[src/sv/adsu_pkg.sv]
`default_nettype none

package adsu_pkg;

    localparam int NUM_LINES = 4;

    // register map
    localparam logic [2:0] REG_RANGE_LINE0     = 3'd0;
    localparam logic [2:0] REG_RANGE_LINE1     = 3'd1;
    localparam logic [2:0] REG_RANGE_LINE2     = 3'd2;
    localparam logic [2:0] REG_RANGE_LINE3     = 3'd3;
    localparam logic [2:0] REG_POINTS_PER_LINE = 3'd4;

    // range codes (bit 2 set means line off)
    localparam logic [1:0] RANGE_8192 = 2'd0;
    localparam logic [1:0] RANGE_4096 = 2'd1;
    localparam logic [1:0] RANGE_2048 = 2'd2;
    localparam logic [1:0] RANGE_1024 = 2'd3;

    localparam logic [2:0]  RANGE_RESET = 3'd0;
    localparam logic [17:0] PPL_RESET   = 18'd1024;

    localparam logic signed [27:0] STEP_UV_MIN = 28'sd500;
    localparam logic signed [27:0] SAT_LEVEL   = 28'sd100000000;

    typedef struct packed {
        logic [12:0] raw_code;
    } in_beat_t;

    typedef struct packed {
        logic [1:0]         slot_index;
        logic [16:0]        point_index;
        logic [16:0]        buffer_address;
        logic signed [27:0] sample_value;
        logic               overload;
        logic               frame_overload;
        logic               last;
    } out_beat_t;

    typedef struct packed {
        logic [2:0]  index;
        logic [17:0] data;
    } cfg_beat_t;

    typedef struct packed {
        logic [2:0]                  nlines;
        logic [NUM_LINES-1:0][1:0]   slot_range;
    } cfg_view_t;

endpackage

`default_nettype wire

[src/sv/adsu_stream_if.sv]
`default_nettype none

interface adsu_stream_if #(
    parameter type beat_t = logic
);
    logic  valid;
    logic  ready;
    beat_t payload;

    modport source (output valid, output payload, input ready);
    modport sink   (input valid, input payload, output ready);
endinterface

`default_nettype wire

[src/sv/adsu_cfg_regs.sv]
`default_nettype none

module adsu_cfg_regs #(
    parameter int MAX_POINTS = 131072,
    localparam int EW = $clog2(MAX_POINTS + 1)
) (
    input  logic                clk,
    input  logic                rst_n,
    adsu_stream_if.sink         cfg,
    output adsu_pkg::cfg_view_t view,
    output logic [EW-1:0]       eff,
    output logic                frame_clear
);
    import adsu_pkg::*;

    localparam int CW = (EW > 18) ? EW : 18;
    localparam logic [CW-1:0] CAP1 = CW'(MAX_POINTS);
    localparam logic [CW-1:0] CAP2 = CW'(MAX_POINTS / 2);
    localparam logic [CW-1:0] CAP3 = CW'(MAX_POINTS / 3);
    localparam logic [CW-1:0] CAP4 = CW'(MAX_POINTS / 4);

    logic [NUM_LINES-1:0][2:0] range_reg;
    logic [17:0]               ppl_reg;
    logic                      wr;
    logic [2:0]                line_cnt;
    logic [NUM_LINES-1:0][1:0] slot_range;
    logic [CW-1:0]             ppl_min;
    logic [CW-1:0]             cap;

    cfg_beat_t beat;

    assign beat        = cfg.payload;
    assign cfg.ready   = 1'b1;
    assign wr          = cfg.valid && cfg.ready;
    assign frame_clear = wr && (beat.index <= REG_POINTS_PER_LINE);

    always_ff @(posedge clk or negedge rst_n)
    begin
        if (!rst_n)
        begin
            range_reg <= {NUM_LINES{RANGE_RESET}};
            ppl_reg   <= PPL_RESET;
        end
        else if (wr)
        begin
            if (beat.index < REG_POINTS_PER_LINE)
            begin
                range_reg[beat.index[1:0]] <= beat.data[2:0];
            end
            else if (beat.index == REG_POINTS_PER_LINE)
            begin
                ppl_reg <= beat.data;
            end
        end
    end

    // pack active lines into slots, in line order
    always_comb
    begin
        line_cnt   = '0;
        slot_range = '0;
        for (int i = 0; i < NUM_LINES; i++)
        begin
            if (!range_reg[i][2])
            begin
                slot_range[line_cnt[1:0]] = range_reg[i][1:0];
                line_cnt = line_cnt + 3'd1;
            end
        end
    end

    assign view.nlines     = line_cnt;
    assign view.slot_range = slot_range;

    always_comb
    begin
        ppl_min = (ppl_reg == '0) ? CW'(1) : CW'(ppl_reg);
        unique case (line_cnt)
            3'd2:    cap = CAP2;
            3'd3:    cap = CAP3;
            3'd4:    cap = CAP4;
            default: cap = CAP1;
        endcase
        eff = (ppl_min > cap) ? cap[EW-1:0] : ppl_min[EW-1:0];
    end

endmodule

`default_nettype wire

[src/sv/adsu_scale.sv]
`default_nettype none

module adsu_scale (
    input  logic [12:0]        raw_code,
    input  logic [1:0]         range_code,
    output logic signed [27:0] value,
    output logic               overload
);
    import adsu_pkg::*;

    logic signed [11:0] diff;
    logic signed [27:0] diff_w;
    logic signed [27:0] base;
    logic signed [27:0] scaled;

    // offset binary minus midscale
    assign diff     = {~raw_code[11], raw_code[10:0]};
    assign diff_w   = {{16{diff[11]}}, diff};
    assign base     = diff_w * STEP_UV_MIN;
    assign overload = raw_code[12];

    always_comb
    begin
        unique case (range_code)
            RANGE_8192: scaled = base <<< 3;
            RANGE_4096: scaled = base <<< 2;
            RANGE_2048: scaled = base <<< 1;
            RANGE_1024: scaled = base;
            default:    scaled = base;
        endcase
        if (overload)
        begin
            value = raw_code[11] ? SAT_LEVEL : -SAT_LEVEL;
        end
        else
        begin
            value = scaled;
        end
    end

endmodule

`default_nettype wire

[src/sv/adsu_frame_seq.sv]
`default_nettype none

module adsu_frame_seq #(
    parameter int MAX_POINTS = 131072,
    localparam int EW = $clog2(MAX_POINTS + 1)
) (
    input  logic          clk,
    input  logic          rst_n,
    input  logic          frame_clear,
    input  logic          step,
    input  logic          overload,
    input  logic [2:0]    nlines,
    input  logic [EW-1:0] eff,
    output logic [1:0]    slot,
    output logic [16:0]   point,
    output logic [16:0]   address,
    output logic          frame_overload,
    output logic          last
);
    localparam int PW = $clog2(MAX_POINTS);
    localparam int MW = ((EW > 17) ? EW : 17) + 2;

    logic [1:0]    slot_cnt_reg;
    logic [1:0]    slot_cnt_next;
    logic [PW-1:0] point_cnt_reg;
    logic [PW-1:0] point_cnt_next;
    logic          seen_reg;
    logic          seen_next;
    logic [1:0]    slot_c;
    logic [PW-1:0] point_c;
    logic [2:0]    slot_inc;
    logic [MW-1:0] eff_w;
    logic [MW-1:0] point_w;
    logic [MW-1:0] addr_w;

    assign slot_c  = ({1'b0, slot_cnt_reg} >= nlines) ? 2'd0 : slot_cnt_reg;
    assign point_c = (EW'(point_cnt_reg) >= eff) ? '0 : point_cnt_reg;
    assign last    = ({1'b0, slot_c} == nlines - 3'd1) && (EW'(point_c) == eff - EW'(1));
    assign slot_inc = {1'b0, slot_c} + 3'd1;

    assign frame_overload = seen_reg | overload;

    // slot * eff + point, slot is two bits
    assign eff_w   = MW'(eff);
    assign point_w = MW'(point_c);
    assign addr_w  = (slot_c[0] ? eff_w : '0) + (slot_c[1] ? (eff_w << 1) : '0) + point_w;
    assign address = addr_w[16:0];
    assign point   = point_w[16:0];
    assign slot    = slot_c;

    always_comb
    begin
        slot_cnt_next  = slot_cnt_reg;
        point_cnt_next = point_cnt_reg;
        seen_next      = seen_reg;
        if (frame_clear || (step && last))
        begin
            slot_cnt_next  = '0;
            point_cnt_next = '0;
            seen_next      = 1'b0;
        end
        else if (step)
        begin
            seen_next = frame_overload;
            if (slot_inc >= nlines)
            begin
                slot_cnt_next  = '0;
                point_cnt_next = point_c + PW'(1);
            end
            else
            begin
                slot_cnt_next  = slot_inc[1:0];
                point_cnt_next = point_c;
            end
        end
    end

    always_ff @(posedge clk or negedge rst_n)
    begin
        if (!rst_n)
        begin
            slot_cnt_reg  <= '0;
            point_cnt_reg <= '0;
            seen_reg      <= 1'b0;
        end
        else
        begin
            slot_cnt_reg  <= slot_cnt_next;
            point_cnt_reg <= point_cnt_next;
            seen_reg      <= seen_next;
        end
    end

`ifndef SYNTHESIS
    a_frame_wrap: assert property (@(posedge clk) disable iff (!rst_n)
        step && last |=> slot_cnt_reg == '0 && point_cnt_reg == '0 && !seen_reg)
        else $error("frame state not cleared after last beat");

    a_slot_bound: assert property (@(posedge clk) disable iff (!rst_n)
        nlines != 3'd0 |-> {1'b0, slot_cnt_reg} < nlines)
        else $error("slot counter beyond active lines");

    a_point_bound: assert property (@(posedge clk) disable iff (!rst_n)
        EW'(point_cnt_reg) < eff)
        else $error("point counter beyond effective points");
`endif

endmodule

`default_nettype wire

[src/sv/interleaved_adc_demux_scale_unit.sv]
// Each accepted input beat passes the input register, then the result register, on its way to dout.
// Throughput: 1 beat per cycle while dout does not stall; set by the input register and the result
// register, which hand over in the same cycle.
// Beats taken while no line is active are dropped and give no result.
// Reset (rst_n, async, active low) clears valids, frame counters and sets
// every line to range code 0 with 1024 points per line.
`default_nettype none

module interleaved_adc_demux_scale_unit #(
    parameter int MAX_POINTS = 131072
) (
    input  logic          clk,
    input  logic          rst_n,
    adsu_stream_if.sink   din,
    adsu_stream_if.source dout,
    adsu_stream_if.sink   cfg
);
    import adsu_pkg::*;

    localparam int EW = $clog2(MAX_POINTS + 1);

    cfg_view_t     view;
    logic [EW-1:0] eff;
    logic          frame_clear;

    logic          s1_valid_reg;
    logic          s1_valid_next;
    logic [12:0]   s1_code_reg;
    logic          res_valid_reg;
    logic          res_valid_next;
    out_beat_t     res_reg;
    out_beat_t     res_next;

    logic          active;
    logic          out_free;
    logic          s1_go;
    logic          step;
    logic          din_take;
    in_beat_t      din_beat;

    logic [1:0]         slot;
    logic [16:0]        point;
    logic [16:0]        address;
    logic               frame_overload;
    logic               last;
    logic signed [27:0] value;
    logic               overload;

    adsu_cfg_regs #(
        .MAX_POINTS (MAX_POINTS)
    ) u_cfg (
        .clk         (clk),
        .rst_n       (rst_n),
        .cfg         (cfg),
        .view        (view),
        .eff         (eff),
        .frame_clear (frame_clear)
    );

    adsu_frame_seq #(
        .MAX_POINTS (MAX_POINTS)
    ) u_seq (
        .clk            (clk),
        .rst_n          (rst_n),
        .frame_clear    (frame_clear),
        .step           (step),
        .overload       (overload),
        .nlines         (view.nlines),
        .eff            (eff),
        .slot           (slot),
        .point          (point),
        .address        (address),
        .frame_overload (frame_overload),
        .last           (last)
    );

    adsu_scale u_scale (
        .raw_code   (s1_code_reg),
        .range_code (view.slot_range[slot]),
        .value      (value),
        .overload   (overload)
    );

    assign din_beat  = din.payload;
    assign active    = (view.nlines != 3'd0);
    assign out_free  = !res_valid_reg || dout.ready;
    assign s1_go     = s1_valid_reg && (!active || out_free);
    assign step      = s1_go && active;
    assign din.ready = !s1_valid_reg || s1_go;
    assign din_take  = din.valid && din.ready;

    assign dout.valid   = res_valid_reg;
    assign dout.payload = res_reg;

    always_comb
    begin
        res_next.slot_index     = slot;
        res_next.point_index    = point;
        res_next.buffer_address = address;
        res_next.sample_value   = value;
        res_next.overload       = overload;
        res_next.frame_overload = frame_overload;
        res_next.last           = last;

        s1_valid_next = din_take ? 1'b1 : (s1_go ? 1'b0 : s1_valid_reg);

        if (step)
        begin
            res_valid_next = 1'b1;
        end
        else if (dout.ready)
        begin
            res_valid_next = 1'b0;
        end
        else
        begin
            res_valid_next = res_valid_reg;
        end
    end

    always_ff @(posedge clk or negedge rst_n)
    begin
        if (!rst_n)
        begin
            s1_valid_reg  <= 1'b0;
            res_valid_reg <= 1'b0;
        end
        else
        begin
            s1_valid_reg  <= s1_valid_next;
            res_valid_reg <= res_valid_next;
        end
    end

    always_ff @(posedge clk)
    begin
        if (din_take)
        begin
            s1_code_reg <= din_beat.raw_code;
        end
        if (step)
        begin
            res_reg <= res_next;
        end
    end

`ifndef SYNTHESIS
    a_fov_covers_ov: assert property (@(posedge clk) disable iff (!rst_n)
        res_valid_reg && res_reg.overload |-> res_reg.frame_overload)
        else $error("overloaded beat without frame overload");

    a_drop_no_result: assert property (@(posedge clk) disable iff (!rst_n)
        s1_go && !active |=> res_valid_reg == $past(res_valid_reg && !dout.ready))
        else $error("dropped beat produced a result");

    a_step_room: assert property (@(posedge clk) disable iff (!rst_n)
        step |-> out_free && s1_valid_reg)
        else $error("result register overwritten");
`endif

endmodule

`default_nettype wire

[src/flat_wrapper.sv]
// flat-port wrapper written by rule: the top's interface ports become plain ports
module interleaved_adc_demux_scale_unit_flat import adsu_pkg::*;
#(
    parameter int MAX_POINTS = 131072
)
  (clk, rst_n, din_valid, din_payload, din_ready, dout_valid, dout_payload, dout_ready, cfg_valid, cfg_payload, cfg_ready);
  adsu_stream_if #(.beat_t(in_beat_t)) din_i ();
  adsu_stream_if #(.beat_t(out_beat_t)) dout_i ();
  adsu_stream_if #(.beat_t(cfg_beat_t)) cfg_i ();
  input  logic clk;
  input  logic rst_n;
  input wire logic [$bits(din_i.valid)-1:0] din_valid;
  input wire logic [$bits(din_i.payload)-1:0] din_payload;
  output wire logic [$bits(din_i.ready)-1:0] din_ready;
  output wire logic [$bits(dout_i.valid)-1:0] dout_valid;
  output wire logic [$bits(dout_i.payload)-1:0] dout_payload;
  input wire logic [$bits(dout_i.ready)-1:0] dout_ready;
  input wire logic [$bits(cfg_i.valid)-1:0] cfg_valid;
  input wire logic [$bits(cfg_i.payload)-1:0] cfg_payload;
  output wire logic [$bits(cfg_i.ready)-1:0] cfg_ready;
  assign din_i.valid = din_valid;
  assign din_i.payload = din_payload;
  assign din_ready = din_i.ready;
  assign dout_valid = dout_i.valid;
  assign dout_payload = dout_i.payload;
  assign dout_i.ready = dout_ready;
  assign cfg_i.valid = cfg_valid;
  assign cfg_i.payload = cfg_payload;
  assign cfg_ready = cfg_i.ready;
  interleaved_adc_demux_scale_unit #(.MAX_POINTS(MAX_POINTS)) u_core (.clk(clk), .rst_n(rst_n), .din(din_i), .dout(dout_i), .cfg(cfg_i));
endmodule
[config.mk]
export PLATFORM = sky130hd
export DESIGN_NAME = interleaved_adc_demux_scale_unit_flat
export DESIGN_NICKNAME = d
export VERILOG_FILES = /design/src/sv/adsu_pkg.sv /design/src/sv/adsu_stream_if.sv /design/src/sv/adsu_cfg_regs.sv /design/src/sv/adsu_scale.sv /design/src/sv/adsu_frame_seq.sv /design/src/sv/interleaved_adc_demux_scale_unit.sv /design/src/flat_wrapper.sv
export SDC_FILE = /design/constraint.sdc
export NUM_CORES = 1
export LEC_CHECK = 0
export BUFFER_PORTS_ARGS = -buffer_cell sky130_fd_sc_hd__buf_2
export CAP_MARGIN = 10
export CORE_MARGIN = 2
export CORE_UTILIZATION = 40
export CTS_CLUSTER_SIZE = 25
export DETAILED_ROUTE_END_ITERATION = 16
export HOLD_SLACK_MARGIN = 0.15
export PLACE_DENSITY_LB_ADDON = 0.2
export SLEW_MARGIN = 20
export SYNTH_ARGS = -nofsm -noshare
export SYNTH_HDL_FRONTEND = slang
export SYNTH_SLANG_ARGS = --single-unit
[constraint.sdc]
create_clock -name clk -period 12.56 [get_ports clk]
set_clock_uncertainty 0.2 [all_clocks]
set_input_delay 3.14 -clock clk [delete_from_list [all_inputs] [get_ports clk]]
set_output_delay 3.14 -clock clk [all_outputs]
set_load 0.005 [all_outputs]
Word level (Yosys, flattened, before mapping)
Cells that the tools add are included.
{"block": "op_classes", "add_sub_neg": 9, "mul": 1, "order_cmp": 15, "n_eq_ne": 9, "muxes": 44, "n_bitwise": 3, "reduce_logical": 25}
{"op": "28-bit case mux with 4 select lines", "n": 1}
{"op": "17-bit two-way mux", "n": 6}
{"op": "28-bit two-way mux", "n": 2}
{"op": "18-bit case mux with 3 select lines", "n": 1}
{"op": "18-bit two-way mux", "n": 2}
{"op": "17-bit adder", "n": 2}
{"op": "8-bit bitwise mux", "n": 3}
{"op": "8-bit two-way mux", "n": 3}
{"op": "12-bit by 8-bit multiplier with 20-bit output, second input constant", "n": 1}
{"op": "17-bit by 18-bit == test with 1-bit output", "n": 1}
{"op": "17-bit by 18-bit >= comparator with 1-bit output", "n": 1}
{"op": "18-bit > comparator", "n": 1}
{"op": "18-bit logical NOT", "n": 1}
{"op": "2-bit two-way mux", "n": 9}
{"op": "18-bit by 1-bit subtractor with 18-bit output, second input constant", "n": 1}
{"op": "17-bit by 1-bit adder with 17-bit output, second input constant", "n": 1}
{"op": "2-bit by 3-bit < comparator with 1-bit output, second input constant", "n": 5}
{"op": "12-bit bitwise mux", "n": 1}
{"op": "2-bit demux with 2-bit select", "n": 3}
{"op": "3-bit two-way mux", "n": 4}
{"op": "1-bit logical AND", "n": 10}
{"op": "3-bit by 1-bit adder with 3-bit output, second input constant", "n": 3}
{"op": "2-bit by 1-bit >= comparator with 1-bit output, second input constant", "n": 4}
{"op": "1-bit two-way mux", "n": 7}
{"op": "other kinds (22)", "n": 33}
{"block": "word_totals", "ff_bits": 132, "word_cells": 124}

Depth between registers and ports, before layout
{"block": "logic_depth", "ltp_word": 18, "mapped_depth": 46, "mapped_depth_nobuf": 42}

Cells and area by module
A second synthesis with hierarchy kept.
{"block": "hier_totals", "hier_cells": 1233, "area_unflattened_um2": 11783.8}
{"mod": "adsu_frame_seq", "instances": 1, "cells_per_inst": 516, "area_each_um2": 3880.0}
{"mod": "adsu_scale", "instances": 1, "cells_per_inst": 408, "area_each_um2": 3198.1}
{"mod": "interleaved_adc_demux_scale_unit", "instances": 1, "cells_per_inst": 91, "area_each_um2": 2563.7}
{"mod": "adsu_cfg_regs", "instances": 1, "cells_per_inst": 218, "area_each_um2": 2142.1}

Worst setup path before layout
OpenSTA, ideal clock, no wires.
{"block": "synth_path", "kind": "register -> register", "start": "register u_core.u_cfg.range_reg[2] (netlist name)", "end": "register u_core.res_reg (netlist bit u_core.dout.payload[46]) (data pin)", "setup_ps": 258, "arrival_time_ps": 9112, "t_required_ps": 12102, "setup_slack_ps": 2991, "stages_incl_launch_ff": 46, "synth_period_minus_slack_ps": 9569, "path_cell_list": "dfrtp_1 inv_1 ha_1 buf_2 xnor2_1 ha_1 nor2_1 a31o_2 nor3_1 inv_1 ha_1 nor4bb_1 nand2_1 or4_1 clkbuf_1 o21ai_1 buf_2 buf_2 [10 not listed] nor2_1 inv_1 fa_1 inv_1 ha_1 fa_1 a21o_1 a21oi_1 o21bai_1 a21oi_1 o21bai_1 a21oi_1 o21bai_1 a21oi_1 o21ai_0 a21o_1 a21oi_1 xnor2_1"}
{"block": "synth_between", "elab_chain_cells": 14, "word_cells_on_any_way": 21, "classes_between": "add/sub: 5; order compare: 3; eq/ne: 3; mux: 10"}
{"element": "from (decl)", "line_no": "adsu_cfg_regs.sv:22", "rtl": "logic [NUM_LINES-1:0][2:0] range_reg;"}
{"element": "from (signal assigned)", "line_no": "adsu_cfg_regs.sv:41", "rtl": "range_reg <= {NUM_LINES{RANGE_RESET}};"}
{"element": "from (signal, indexed assignment)", "line_no": "adsu_cfg_regs.sv:48", "rtl": "range_reg[beat.index[1:0]] <= beat.data[2:0];"}
{"element": "1-bit two-way mux (*)", "line_no": "adsu_cfg_regs.sv:64", "rtl": "if (!range_reg[i][2])"}
{"element": "3-bit by 1-bit adder with 3-bit output", "line_no": "adsu_cfg_regs.sv:67", "rtl": "line_cnt = line_cnt + 3'd1;"}
{"element": "3-bit two-way mux (*)", "line_no": "adsu_cfg_regs.sv:64"}
{"element": "3-bit by 1-bit adder with 3-bit output", "line_no": "adsu_cfg_regs.sv:67"}
{"element": "3-bit two-way mux (*)", "line_no": "adsu_cfg_regs.sv:64"}
{"element": "3-bit by 1-bit adder with 3-bit output", "line_no": "adsu_cfg_regs.sv:67"}
{"element": "3-bit two-way mux (*)", "line_no": "adsu_cfg_regs.sv:64"}
{"element": "3-bit == test / 3-bit by 2-bit == test with 1-bit output (equally long branches)", "line_no": "adsu_cfg_regs.sv:78", "rtl": "unique case (line_cnt)"}
{"element": "18-bit case mux with 3 select lines (*)", "line_no": "adsu_cfg_regs.sv:78"}
{"element": "18-bit > comparator", "line_no": "adsu_cfg_regs.sv:84", "rtl": "eff = (ppl_min > cap) ? cap[EW-1:0] : ppl_min[EW-1:0];"}
{"element": "18-bit two-way mux (*)", "line_no": "adsu_cfg_regs.sv:84"}
{"element": "17-bit by 18-bit >= comparator with 1-bit output (*)", "line_no": "adsu_frame_seq.sv:37", "rtl": "assign point_c = (EW'(point_cnt_reg) >= eff) ? '0 : point_cnt_reg;"}
{"element": "17-bit two-way mux (*)", "line_no": "adsu_frame_seq.sv:37"}
{"element": "via u_core.point[1]", "line_no": "interleaved_adc_demux_scale_unit.sv:42", "rtl": "logic [16:0] point;"}
{"element": "17-bit adder (*)", "line_no": "adsu_frame_seq.sv:46", "rtl": "assign addr_w = (slot_c[0] ? eff_w : '0) + (slot_c[1] ? (eff_w << 1) : '0) + point_w;"}
{"element": "via u_core.address[15]", "line_no": "interleaved_adc_demux_scale_unit.sv:43", "rtl": "logic [16:0] address;"}
{"element": "to (signal assigned)", "line_no": "interleaved_adc_demux_scale_unit.sv:143", "rtl": "res_reg <= res_next;"}
{"element": "to (decl)", "line_no": "interleaved_adc_demux_scale_unit.sv:31", "rtl": "out_beat_t res_reg;"}
The timed path passes the listed nets; every way through them passes the cells marked *.
A chain may end at the register's enable or synchronous reset.

Worst setup path in the final report
Ends and elaborated chain as after synthesis.

==> summary.txt <==
Yosys
  • XOR/XNOR share of the synthesized area: 4.433%
  • Ranking of synthesized cells by area: edfxtp_1 20%, ha_1 12%, dfrtp_1 11%, fa_1 11%, mux2_2 3.8%
  • Post-Synth Simple-Gate Area: 16.02%
  • Asr flop ratio synth: 40.63%
  • Yosys top cell by area: edfxtp_1
  • Synth Instances: 1143
  • Sequential fraction of the synthesis area: 31.83%
  • Top FF cell, synth: edfxtp_1
  • Yosys warns: 0
  • EDFF count, synth: 76
  • Mux share of post-synthesis cell area: 6.222%
  • Synth Area per Inst: 9.853 sq um
  • Mapped Area: 11260 sq um
  • Seq cells post-synth: 128
  • Main combinational cell family by area after synthesis: adder cells
  • Synth cell types: 86
  • Post-synthesis adder-cell area fraction: 22.44%
  • Top-area cell type share of the netlist area: 20.26%
  • Synth Area in Compound Gates: 13.44%

Die
  • Top-Level Pins: 109
  • Area of the die: 29510 sq um
  • Row count: 61
  • Die Y: 171.8 microns
  • Initial Util: 40.54%
  • Core area: 27780 sq um
  • Die Width: 171.8 microns

Clock tree
  • Clk buf depth: 2
  • CTS tree: built
  • Skew-Pair Late Insertion Delay: 0.44 ns
  • Root Buffer: clkbuf_16
  • Cts repair resizes: 0
  • Post-CTS Hold Buffers: 0
  • H-tree lvl count: 4
  • Num CTS Buffers: 17
  • Clock sink total: 128
  • Setup Buffers After CTS: 0
  • Clk pin slew, worst setup/hold paths: 0.07 ns

Power
  • Worst VDD drop: 199.5 uV
  • Seq pwr share: 18.7%
  • Cell-internal power: 2118 uW
  • Switching Fraction: 47.25%
  • Pleak: 0.005584 uW
  • Pwr/cell area: 317.0 nW/um^2
  • Sw Pwr: 1896 uW
  • Clk pwr share: 12.0%
  • Combinational power share: 69.2%

Min path
  • Worst hold path class: reg -> reg
  • Hold Crit Depth: 2
  • Worst hold endpoint: u_core.dout.valid
  • Hold Crit Start: u_core.s1_valid_reg

Setup path
  • CP top delay family: compound AO/OA/AOI/OAI gates
  • Crit path buf inv count: 5
  • Critical Path Start Type: flop
  • Crit. End Element: flop
  • FF-to-FF End: u_core.dout.payload[46]
  • Crit path DAT: 10.53 ns
  • Crit Path Max Fanout: 23
  • R2R cell count: 40
  • Critical path class: reg -> reg
  • Most frequent CP cell: a21oi_1
  • FF-to-FF Start: u_core.u_cfg.range_reg[2]
  • Slowest CP cell: or4_1
  • R2r setup slk: 2.02 ns
  • Required @ worst endpoint: 12.56 ns
  • Max stage delay on crit path: 0.67 ns

STA
  • Hold violation count in the final report: 0
  • Least-Margin Pin Slew: 0.9723 ns
  • Post-layout min period: 10.54 ns
  • Fmax: 0.09492 GHz
  • Hold WS: 0.3191 ns
  • RSZ-0062 raised after global routing: false
  • Final setup viols: 0
  • Final worst path period share: 83.88%
  • Setup TNS: 0 ns
  • Max Transition Viols Final: 0
  • Headroom to the max-slew limit: 35.18%
  • Final worst slack: 2.025 ns

Global route
  • Initial antenna violation count: 0
  • Pin count of the biggest net entering global routing: 78
  • Via count of the first global-routing pass: 8473
  • First-pass GRT wire length: 46500 microns
  • Total global routing overflow: 0
  • Global Route Usage Sum: 20.45%

Cells and area
  • Final cell count without fillers: 1609
  • Util after Layout: 45.57%
  • Ant. Diodes: 0
  • Fraction of layout instances using a drive strength above 1: 18.03%
  • Number of nets in the layout: 1423
  • Largest register FFs: 63
  • Area grow syn2layout: 12.42%
  • Layout fillers: 2707

Place
  • DP HPWL: 21980 microns
  • GP Congestion: 0.9154
  • Number of port buffers: 105
  • Cells after DPL: 1577
  • Setup slack at placement: 2.079 ns

Routing
  • DR iter-0 viols: 664
  • 1st-pass router iterations: 5
  • Routed vias/inst: 5.431
  • DRC violations left: 0
  • ANT nets after route: 0
  • Routed wire length: 28440 microns
  • Via Count: 8739
  • WL/cell: 17.67 microns

Run
  • Max-cap violations: 0

Run status
  • Status: complete, no violations
## cells in the final DEF (no fill, tap or decap), types with 5 or more instances in the layout
cell type  netlist  final
ha_1           106    106
mux2_2          38     38
o21a_1           8      8
nor2b_1         11     11
a211oi_1         6      6
edfxtp_1        76     76
nor4_1           9      9
or2_2           14     14
o22ai_1          5      5
nand2_1         74     74
nor2_1          85     85
a21o_1          16     16
o21ai_0         55     53
a31oi_1         10     10
nor4b_1          7      7
xnor2_1         39     39
o211ai_1         5      5
inv_1           92     91
nor3_1          29     28
inv_8            0      5
mux2i_1         25     25
clkbuf_16        0     17
o21ai_1          6      5
buf_4            8     11
o21bai_1         7      7
or3_1            8      8
xor2_1          18     18
nor4bb_1         5      5
a21oi_1         48     48
and2_1           9      9
or4_1            7      7
buf_2           10    105
dfrtp_1         51     51
nand2b_1        16     16
nand3_1         30     30
fa_1            60     60
a211o_1          9      9
nand4_1         15     15
## cell usage after synthesis, types with 9 or more instances
cell	instances
ha_1	106
inv_1	92
nor2_1	85
edfxtp_1	76
nand2_1	74
fa_1	60
o21ai_0	55
dfrtp_1	51
a21oi_1	48
clkbuf_1	40
xnor2_1	39
mux2_2	38
nand3_1	30
nor3_1	29
mux2i_1	25
xor2_1	18
a21o_1	16
nand2b_1	16
nand4_1	15
or2_2	14
nor2b_1	11
a31oi_1	10
buf_2	10
a211o_1	9
and2_1	9
nor4_1	9
## kinds of logic after synthesis
family,count (synthesis)
AO/OA/AOI/OAI,228
XOR/XNOR,57
adder cells (fa/ha/maj),166
other,2
AND/OR/NAND/NOR,343
buffers and inverters,155
multiplexers,64
flip-flops,128
## worst register-to-register path: cells and delay by family (launching register included)
family                     cells  cell delay [ns]
xor gates and xnor gates       3             0.55
buffers and inverters          5             0.87
adders and majority gates      7             2.51
and+or+nand+nor                8             2.53
DFF                            1             0.40
AOI/OAI and AO/OA             17             3.23
## cell type report
| cell class | instances | area (sq um) | area share [%] |
|---|---|---|---|
| multi-input cells | 861 | 7073 | 55.87 |
| flip-flops and latches | 128 | 3585 | 28.31 |
| repair buffers | 116 | 608.1 | 4.803 |
| well taps | 378 | 473.0 | 3.736 |
| clock buffers | 17 | 425.4 | 3.360 |
| inverters | 94 | 352.8 | 2.787 |
| clock inverters | 15 | 143.9 | 1.136 |
## worst max-delay path by stage
stage	cells after the start	end	start	slack (ns)
floorplan	45	u_core.dout.payload[46]	u_core.u_cfg.range_reg[2]	2.99
global placement	39	u_core.dout.payload[46]	u_core.u_cfg.range_reg[2]	2.48
detailed placement	40	u_core.dout.payload[46]	u_core.u_cfg.range_reg[2]	2.08
CTS	40	u_core.dout.payload[46]	u_core.u_cfg.range_reg[2]	2.08
global route	39	u_core.dout.payload[46]	u_core.u_cfg.range_reg[2]	1.11
finish	40	u_core.dout.payload[46]	u_core.u_cfg.range_reg[2]	2.02
## per-layer routing
| layer | routed length (microns) | track usage [%] |
|---|---|---|
| met5 | 0 | 0 |
| met4 | 417 | 5.955 |
| met3 | 1471 | 3.313 |
| met2 | 12250 | 30.52 |
| met1 | 14300 | 30.44 |
## power groups by stage
stage | Combinational, uW | Clock (uW) | Sequential [uW]
2_1_floorplan | 2180 | 0 | 727
3_3_place_gp | 2750 | 0 | 764
3_5_place_dp | 2780 | 0 | 762
4_1_cts | 2800 | 497 | 753
5_1_grt | 3170 | 514 | 771
6_report | 2780 | 483 | 753
## per-stage QoR
step                total power (uW)  instance area, sq um
floorplan                       2904                 11270
global placement                3511                 12090
detailed placement              3544                 12090
CTS                             4049                 12660
global route                    4457                 12660
finish                          4014                 12660
No activity file was read; power rests on OpenSTA's default activity.
